==> config.mk <==
export PLATFORM = sky130hd
export DESIGN_NAME = fsfl_ram
export DESIGN_NICKNAME = d
export VERILOG_FILES = /design/src/design/fsfl_ram.sv
export SDC_FILE = /design/constraint.sdc
export NUM_CORES = 1
export LEC_CHECK = 0
export ABC_AREA = 1
export BUFFER_PORTS_ARGS = -buffer_cell sky130_fd_sc_hd__buf_2
export CAP_MARGIN = 15
export CORE_AREA = 3 3 141 75
export CTS_BUF_LIST = sky130_fd_sc_hd__clkbuf_2 sky130_fd_sc_hd__clkbuf_4 sky130_fd_sc_hd__clkbuf_8
export CTS_CLUSTER_SIZE = 20
export DETAILED_ROUTE_END_ITERATION = 6
export DIE_AREA = 0 0 144 78
export PLACE_DENSITY_LB_ADDON = 0.08
export SLEW_MARGIN = 10
export SYNTH_ARGS = -nofsm -noshare
export SYNTH_HDL_FRONTEND = slang
export SYNTH_SLANG_ARGS = --single-unit
==> constraint.sdc <==
create_clock -name clk -period 1.7 [get_ports clk]
set_input_delay 0.34 -clock clk [delete_from_list [all_inputs] [get_ports clk]]
set_output_delay 0.34 -clock clk [all_outputs]
set_load 0.1 [all_outputs]
==> src/design/fsfl_ram.sv <==
`timescale 1ns / 1ps

module fsfl_ram #(
  parameter int WIDTH = 8,
  parameter int DEPTH = 16
) (
  input  logic                     clk,
  input  logic                     wr_en,
  input  logic [$clog2(DEPTH)-1:0] wr_addr,
  input  logic [WIDTH-1:0]         wr_data,
  input  logic                     rd_en,
  input  logic [$clog2(DEPTH)-1:0] rd_addr,
  output logic [WIDTH-1:0]         rd_data
);

  logic [WIDTH-1:0] mem [DEPTH];

  // one write port, one registered read port
  always_ff @(posedge clk) begin
    if (wr_en) begin
      mem[wr_addr] <= wr_data;
    end
    if (rd_en) begin
      rd_data <= mem[rd_addr];
    end
  end

endmodule

==> Word-level counts from Yosys, hierarchy flattened <==
Memory sizes are Yosys's and may differ from the RTL's. A register that Yosys moved wholly into a read port is not among the register bits.
Cells that the tools add are included.
W data, S select, Z words.
{ "totals": {"mem_bits_rw": 128, "n_memories": 1, "regBits": 0, "in_bits": 19} }
{ "mem_list": {"columns": ["memory", "depth", "word_bits", "read_ports", "rd_clocked_by_memory_dff", "wr", "line_no", "source"], "rows": [
  ["mem", 16, 8, 1, 1, 1, "16", "logic [WIDTH-1:0] mem [DEPTH];"]
]} }
{ "classes": {"muxes": 2} }
{ "ops": {"columns": ["op", "count"], "rows": [
  ["$mux W1", 2]
]} }

==> Logic depth before layout (Yosys ltp) <==
Gate-level depths: netlist (run 1).
{ "depth": {"depth_word": 2, "mapped_depth": 8, "mapped_depth_nobuf": 7} }

==> Worst setup path after synthesis (run 1) <==
Ideal clock, no wire load.
{ "synth_timing": {"kind": "input-to-reg", "startpoint": "in wr_addr[2]", "endpoint": "mem mem[10][0], enable pin", "slack_ns": 0.409, "path_buffers": 0, "cell_stages": 2, "setup_ns": 0.370, "required_time_ns": 1.330, "arrival_ns": 0.921, "cell_sequence": "nand3b_1 -> nor2_1"} }
{ "synth_rtl": {"columns": ["element", "line_no", "source"], "rows": [
  ["start, declared", "9", "input logic [$clog2(DEPTH)-1:0] wr_addr,"],
  ["end, declared", "16", null]
]} }
Straight into the memory's write port.

==> Final worst setup path (run 1) <==
{ "layout_timing": {"startpoint": "reg rd_data[0] (read register of mem)", "endpoint": "out rd_data[0]"} }
{ "layout_rtl": {"columns": ["element", "line_no", "source"], "rows": [
  ["start, declared", "13", "output logic [WIDTH-1:0] rd_data"]
]} }
No word-level cell between the ends.

==> results of run 1 <==
per-stage QoR:
| step | utilization | instance area (sq um) | hold slack (ns) | cells | power (mW) |
|---|---|---|---|---|---|
| floorplan | - | 5847 | 0.4389 | 551 | 4.247 |
| global placement | 0.6599 | 6172 | 0.7052 | 697 | 4.437 |
| detailed placement | 0.6599 | 6172 | 0.7070 | 697 | 4.445 |
| CTS | 0.7043 | 6588 | 0.2331 | 727 | 7.215 |
| global route | 0.7043 | 6588 | 0.2289 | 727 | 7.429 |
| finish | 0.7043 | 6588 | 0.2543 | 727 | 7.189 |
state kept, by name, indices dropped and copies added (netlist names):
signal	cells
mem	128
rd_data	8
cell usage after synthesis:
| cell type | count | area share |
|---|---|---|
| nand3_1 | 97 | 0.083 |
| nand3b_1 | 2 | 0.0026 |
| buf_4 | 4 | 0.0051 |
| buf_1 | 1 | 0.00064 |
| nand2_1 | 173 | 0.11 |
| buf_2 | 13 | 0.011 |
| buf_6 | 6 | 0.012 |
| inv_1 | 100 | 0.064 |
| nor2_1 | 17 | 0.011 |
| edfxtp_1 | 136 | 0.70 |
| inv_2 | 2 | 0.0013 |
kinds of logic after synthesis:
logic type | after synthesis | share of synthesized area
flops | 136 | 0.6985
simple gates | 289 | 0.2076
buf+inv | 126 | 0.09394
layer usage:
layer / global-route usage / wire length, microns
met5: 0 / 0
met3: 0.08990 / 1314
met1: 0.3699 / 5775
met4: 0.08177 / 306
met2: 0.3655 / 5792
final cells by class:
cell class | count | area [sq um] | area share
flip-flops and latches | 136 | 4084 | 0.6199
multi-input cells | 289 | 1214 | 0.1842
inverters | 102 | 382.9 | 0.05812
repair buffers | 49 | 340.3 | 0.05166
clock buffers | 17 | 234.0 | 0.03552
clock inverters | 13 | 181.4 | 0.02754
well taps | 121 | 151.4 | 0.02298
worst paths after layout:
check	from	endpoint	slack, ns	cells after the start
worst max-delay path	rd_data[0]	rd_data[0]	0.1	1
worst min-delay path	rd_en	rd_data[6]	0.25	1
worst max register to register	mem[5][5]	rd_data[5]	0.51	6
worst min register to register	mem[8][5]	rd_data[5]	0.76	6
report_power, final:
group	internal, mW	leakage (nW)	switching (mW)
combinational	0.140	1.43	0.442
sequential	3.77	1.24	0.0220
clock	1.57	0.197	1.24
==> impl_metrics.tcl, run 1 <==
set metrics [dict create \
    status "complete, no violations" \
    root_buffer "clkbuf_8" \
    die_w_microns 144 \
    grt_start_max_net_pins 65 \
    drtIter0Drc 514 \
    grt_setup_unrepaired "false" \
    grt_use_total 0.2558 \
    cts_buffer_depth 2 \
    io_buffers 26 \
    diodes 0 \
    layout.nets 614 \
    routed-via-count 3980 \
    syn_inst 551 \
    postCtsSetupBuffers 0 \
    maxSlewHeadroom 0.5788 \
    worst_pin_slew_ns 0.6308 \
    drv_slew 0 \
    slowest_delay_ns 0.44 \
    synth_warnings 0 \
    leakage_nw 2.861 \
    clk_pin_slew_worst_paths_ns 0.08 \
    syn_nets 570 \
    end_kind "output pin" \
    powerDensity_mw_per_mm2 1091 \
    drt-vias-per-instance 5.475 \
    avgRoutedWirePerCell_microns 18.14 \
    finalSetupViolations 0 \
    synth_seq_cells 136 \
    start_util 0.6252 \
    routabilityCongestion 0.9070 \
    grt.overflow.total 0 \
    ys_seq_area_frac 0.6985 \
    finalCritPeriodShare 0.9422 \
    skew_ns 0.009380 \
    ant_nets 0 \
    maxCapViolations 0 \
    mostFrequentLayoutCells "nand2_1 (173), edfxtp_1 (136), inv_1 (100)" \
    drive_above_1_share 0.1320 \
    place_ws_ns 0.07991 \
    dr.pass1.iters 6 \
    cp_slowest_cell "buf_2" \
    die_h_microns 78 \
    antenna_found_initial 0 \
    startpoint_type "flop" \
    postCtsHoldBufs 0 \
    arrival_ns 1.26 \
    fillers 663 \
    synth_area_sq_mm 0.005847 \
    cp_max_fo 1 \
    crit_chain "buf_2" \
    final_hold_viol_count 0 \
    dp_hpwl_microns 8216 \
    post-route-min-period_ns 1.602 \
    criticalPathCategory "reg -> out" \
    die_area_sq_mm 0.01123 \
    grt_pass1_vias 3764 \
    max-vdd-ir-drop_v 0.0008199 \
    cp_top_family "buffers and inverters" \
    grt_first_pass_wirelength_microns 20580 \
    fin_ws_ns 0.09819 \
    final_common_cell "nand2_1" \
    tritoncts "yes" \
    ys_types 11 \
    core_area_sq_mm 0.009353 \
    cts_made_buffers 17 \
    drc 0 \
    numClockSinks 136 \
    area_delta_synth_final_pct 12.67 \
    cts_resized 0 \
    fmax_mhz 624.3 \
    critPathBufInv 1 \
    required_ns 1.36 \
    insertion_delay_ns 0.44 \
    wl_microns 13190 \
    hold_class "in -> reg" \
    fin_setup_tns_ns 0 \
    syn_avg_cell_area_sq_um 10.61 \
    ios 27 \
    cts.htree.levels 4 \
    rows 25 \
]
Power figures use the tool's default switching activity.
==> run 2, diff against run 1 <==
--- a/config.mk
+++ b/config.mk
@@ -8,11 +8,11 @@
 export ABC_AREA = 1
 export BUFFER_PORTS_ARGS = -buffer_cell sky130_fd_sc_hd__buf_2
 export CAP_MARGIN = 15
-export CORE_AREA = 3 3 141 75
+export CORE_AREA = 3 3 139 74
 export CTS_BUF_LIST = sky130_fd_sc_hd__clkbuf_2 sky130_fd_sc_hd__clkbuf_4 sky130_fd_sc_hd__clkbuf_8
 export CTS_CLUSTER_SIZE = 20
 export DETAILED_ROUTE_END_ITERATION = 6
-export DIE_AREA = 0 0 144 78
+export DIE_AREA = 0 0 142 77
 export PLACE_DENSITY_LB_ADDON = 0.08
 export SLEW_MARGIN = 10
 export SYNTH_ARGS = -nofsm -noshare
==> constraint.sdc (replaced) <==
create_clock -name clk -period 2 [get_ports clk]
set_input_delay 0.4 -clock clk [delete_from_list [all_inputs] [get_ports clk]]
set_output_delay 0.4 -clock clk [all_outputs]
set_load 0.1 [all_outputs]
==> impl_metrics.tcl, run 2 (same netlist as run 1, synthesis figures left out) <==
set metrics [dict create \
    regMostFlops "mem" \
    slowest_delay_ns 0.46 \
    postCtsSetupBuffers 0 \
    insertion_delay_ns 0.43 \
    drc 0 \
    rows 25 \
    io_buffers 26 \
    arrival_ns 1.31 \
    critPathBufInv 1 \
    maxCapViolations 0 \
    leakage_nw 2.822 \
    die_area_sq_mm 0.01093 \
    skew_ns 0.009081 \
    clk_pin_slew_worst_paths_ns 0.08 \
    ant_nets 0 \
    cp_top_family "buffers and inverters" \
    holdWs_ns 0.3472 \
    drive_above_1_share 0.1283 \
    p_sw_mw 1.347 \
    die_h_microns 77 \
    maxSlewHeadroom 0.5879 \
    criticalPathCategory "reg -> out" \
    numClockSinks 136 \
    worst_pin_slew_ns 0.6173 \
    path_depth 1 \
    reg2reg_depth 6 \
    largest_reg_flops 128 \
    grt.overflow.total 0 \
    root_buffer "clkbuf_8" \
    routabilityCongestion 0.8254 \
    diodes 0 \
    max-vdd-ir-drop_v 0.0005093 \
    layout.nets 614 \
    grt_use_met2 0.3405 \
    status "complete, no violations" \
    multiInputGateArea_sq_mm 0.001214 \
    required_ns 1.60 \
    wl_microns 12360 \
    place_ws_ns 0.3181 \
    grt_use_total 0.2452 \
    crit_chain "buf_2" \
    avgRoutedWirePerCell_microns 16.96 \
    fillers 669 \
    hold_depth 1 \
    grt_setup_unrepaired "false" \
    post-route-min-period_ns 1.706 \
    fin_setup_tns_ns 0 \
    cts_made_buffers 17 \
    ios 27 \
    drtIter0Drc 456 \
    drv_slew 0 \
    grt-busiest-layer "met1" \
    pwr-share-clk 0.329 \
    finalSetupViolations 0 \
    core_area_sq_mm 0.009228 \
    cts_resized 0 \
    p_seq_frac 0.585 \
    grt_first_pass_wirelength_microns 19750 \
    seq_area_sq_mm 0.004084 \
    drt-vias-per-instance 5.276 \
    area_delta_synth_final_pct 10.70 \
    mostFrequentLayoutCells "nand2_1 (173), edfxtp_1 (136), inv_1 (100)" \
    tritoncts "yes" \
    dp_hpwl_microns 7844 \
    grt_pass1_vias 3650 \
    met3_usage 0.06106 \
    powerDensity_mw_per_mm2 852.2 \
    final_hold_viol_count 0 \
    fmax_mhz 586.1 \
    antenna_found_initial 0 \
    cts.htree.levels 4 \
    grt_start_max_net_pins 65 \
    postCtsHoldBufs 0 \
    largest_registers "mem (128), rd_data (8)" \
    cp_slowest_cell "buf_2" \
    die_w_microns 142 \
    gr-usage-met1 0.3778 \
    routed-via-count 3846 \
    hold_class "in -> reg" \
    start_util 0.6336 \
    p_int_mw 4.169 \
    p_sw_frac 0.2442 \
    cts_buffer_depth 2 \
    fin_ws_ns 0.2937 \
    startpoint_type "flop" \
    end_kind "output pin" \
    cp_max_fo 1 \
    finalCritPeriodShare 0.8531 \
    dr.pass1.iters 5 \
    power_frac_comb 0.085 \
    final_common_cell "nand2_1" \
]
run 2: cell type report:
class / instances / share of cell area
clock inverters: 13 / 0.009859
repair buffers: 49 / 0.05065
multi-input cells: 289 / 0.1875
clock buffers: 19 / 0.03847
flip-flops and latches: 136 / 0.6310
inverters: 102 / 0.05915
well taps: 121 / 0.02339
run 2: metrics by stage:
stage,cells,power [mW],instance area [sq um],utilization
finish,729,5.516,6472,0.7014
global route,729,5.734,6472,0.7014
CTS,729,5.544,6472,0.7014
detailed placement,697,3.760,6160,0.6675
global placement,697,3.753,6160,0.6675
floorplan,551,3.610,5847,-
run 2: final timing paths:
path                                 start         end  slack (ns)
worst max-delay path            rd_data[1]  rd_data[1]        0.29
worst min-delay path            wr_data[6]  mem[15][6]        0.35
worst max register to register   mem[0][2]  rd_data[2]        0.89
worst min register to register  mem[10][7]  rd_data[7]        0.75
run 2: per-layer routing:
metal,part of all wire,vias up
li1,-,1870
met1,0.47,1801
met2,0.43,159
met3,0.089,16
met4,0.011,0
met5,0,-
run 2: power groups by stage:
stage | clock network, mW | registers (mW) | logic, mW
after global routing | 1.98 | 3.23 | 0.516
after floorplan | 0 | 3.38 | 0.225
after global placement | 0 | 3.29 | 0.463
final | 1.82 | 3.23 | 0.470
after detailed placement | 0 | 3.29 | 0.469
after CTS | 1.84 | 3.23 | 0.471
==> run 3, diff against run 2 <==
--- a/config.mk
+++ b/config.mk
@@ -14,6 +14,7 @@
 export DETAILED_ROUTE_END_ITERATION = 6
 export DIE_AREA = 0 0 142 77
 export PLACE_DENSITY_LB_ADDON = 0.08
+export REMOVE_ABC_BUFFERS = 1
 export SLEW_MARGIN = 10
 export SYNTH_ARGS = -nofsm -noshare
 export SYNTH_HDL_FRONTEND = slang
==> impl_metrics.tcl, run 3 (same netlist as run 1, synthesis figures left out) <==
set metrics [dict create \
    skew_ns 0.007945 \
    end_kind "output pin" \
    cts_made_buffers 17 \
    routed-via-count 3926 \
    ios 27 \
    post-route-min-period_ns 1.711 \
    drc 0 \
    postCtsHoldBufs 0 \
    start_util 0.6336 \
    cp_max_fo 1 \
    grt_start_max_net_pins 65 \
    final_common_cell "nand2_1" \
    area_delta_synth_final_pct 12.84 \
    fin_setup_tns_ns 0 \
    finalCritPeriodShare 0.8557 \
    holdWs_ns 0.3491 \
    status "complete, no violations" \
    finalSetupViolations 0 \
    maxCapViolations 0 \
    io_buffers 26 \
    rows 25 \
    cp_slowest_cell "buf_2" \
    clk_pin_slew_worst_paths_ns 0.07 \
    cts.htree.levels 4 \
    final_hold_viol_count 0 \
    multiInputGateArea_sq_mm 0.001214 \
    die_w_microns 142 \
    grt.overflow.total 0 \
    wl_microns 12430 \
    criticalPathCategory "reg -> out" \
    tritoncts "yes" \
    fmax_mhz 584.3 \
    routabilityCongestion 0.8425 \
    crit_chain "buf_2" \
    required_ns 1.60 \
    powerDensity_mw_per_mm2 921.9 \
    root_buffer "clkbuf_8" \
    ant_nets 0 \
    fin_ws_ns 0.2885 \
    startpoint_type "flop" \
    max-vdd-ir-drop_v 0.0006517 \
    cts_resized 0 \
    diodes 0 \
    drtIter0Drc 389 \
    largest_registers "mem (128), rd_data (8)" \
    die_area_sq_mm 0.01093 \
    critPathBufInv 1 \
    cp_top_family "buffers and inverters" \
    final_cell_area_sq_mm 0.006598 \
    antenna_found_initial 0 \
    cts_buffer_depth 2 \
    grt_first_pass_wirelength_microns 19780 \
    maxSlewHeadroom 0.5626 \
    core_area_sq_mm 0.009228 \
    layout.nets 616 \
    placed_cell_area_sq_mm 0.006175 \
    regMostFlops "mem" \
    hold_class "in -> reg" \
    avgRoutedWirePerCell_microns 17.00 \
    place_ws_ns 0.3612 \
    grt_setup_unrepaired "false" \
    leakage_nw 2.885 \
    drive_above_1_share 0.1361 \
    fillers 657 \
    insertion_delay_ns 0.43 \
    drv_slew 0 \
    mostFrequentLayoutCells "nand2_1 (173), edfxtp_1 (136), inv_1 (100)" \
    total_power_mw 6.082 \
    fin_util 0.7150 \
    worst_pin_slew_ns 0.6551 \
    slowest_delay_ns 0.46 \
    grt_use_total 0.2442 \
    grt_pass1_vias 3656 \
    dp_hpwl_microns 7888 \
    place_inst 699 \
    seq_area_sq_mm 0.004084 \
    die_h_microns 77 \
    postCtsSetupBuffers 0 \
    dr.pass1.iters 5 \
    fin_cells 731 \
    arrival_ns 1.31 \
    largest_reg_flops 128 \
    numClockSinks 136 \
    drt-vias-per-instance 5.371 \
]
[run 3: layout make-up]
class / instances / share of cell area
Inverter: 102 / 0.05803
Tap cell: 121 / 0.02295
Timing Repair Buffer: 51 / 0.05196
Clock buffer: 18 / 0.03660
Clock inverter: 14 / 0.02750
Sequential cell: 136 / 0.6190
Multi-Input combinational cell: 289 / 0.1840
[run 3: metal layers]
metal | track usage | routed length [microns]
met1 | 0.3700 | 5588
met4 | 0.09387 | 188
met5 | 0 | 0
met3 | 0.05109 | 1124
met2 | 0.3490 | 5526
[run 3: power by group]
group / switching, mW / internal (mW) / leakage (nW)
Sequential: 0.0204 / 3.21 / 1.24
Combinational: 0.360 / 0.116 / 1.44
Clock: 1.02 / 1.36 / 0.215
Total: 1.40 / 4.68 / 2.89
[run 3: path summary, 6_finish.rpt]
kind	from	to	slack, ns	cells after the start
setup / recovery	rd_data[6]	rd_data[6]	0.29	1
hold / removal	rd_en	rd_data[2]	0.35	1
setup reg to reg	mem[1][7]	rd_data[7]	0.88	6
hold reg to reg	mem[10][3]	rd_data[3]	0.74	6
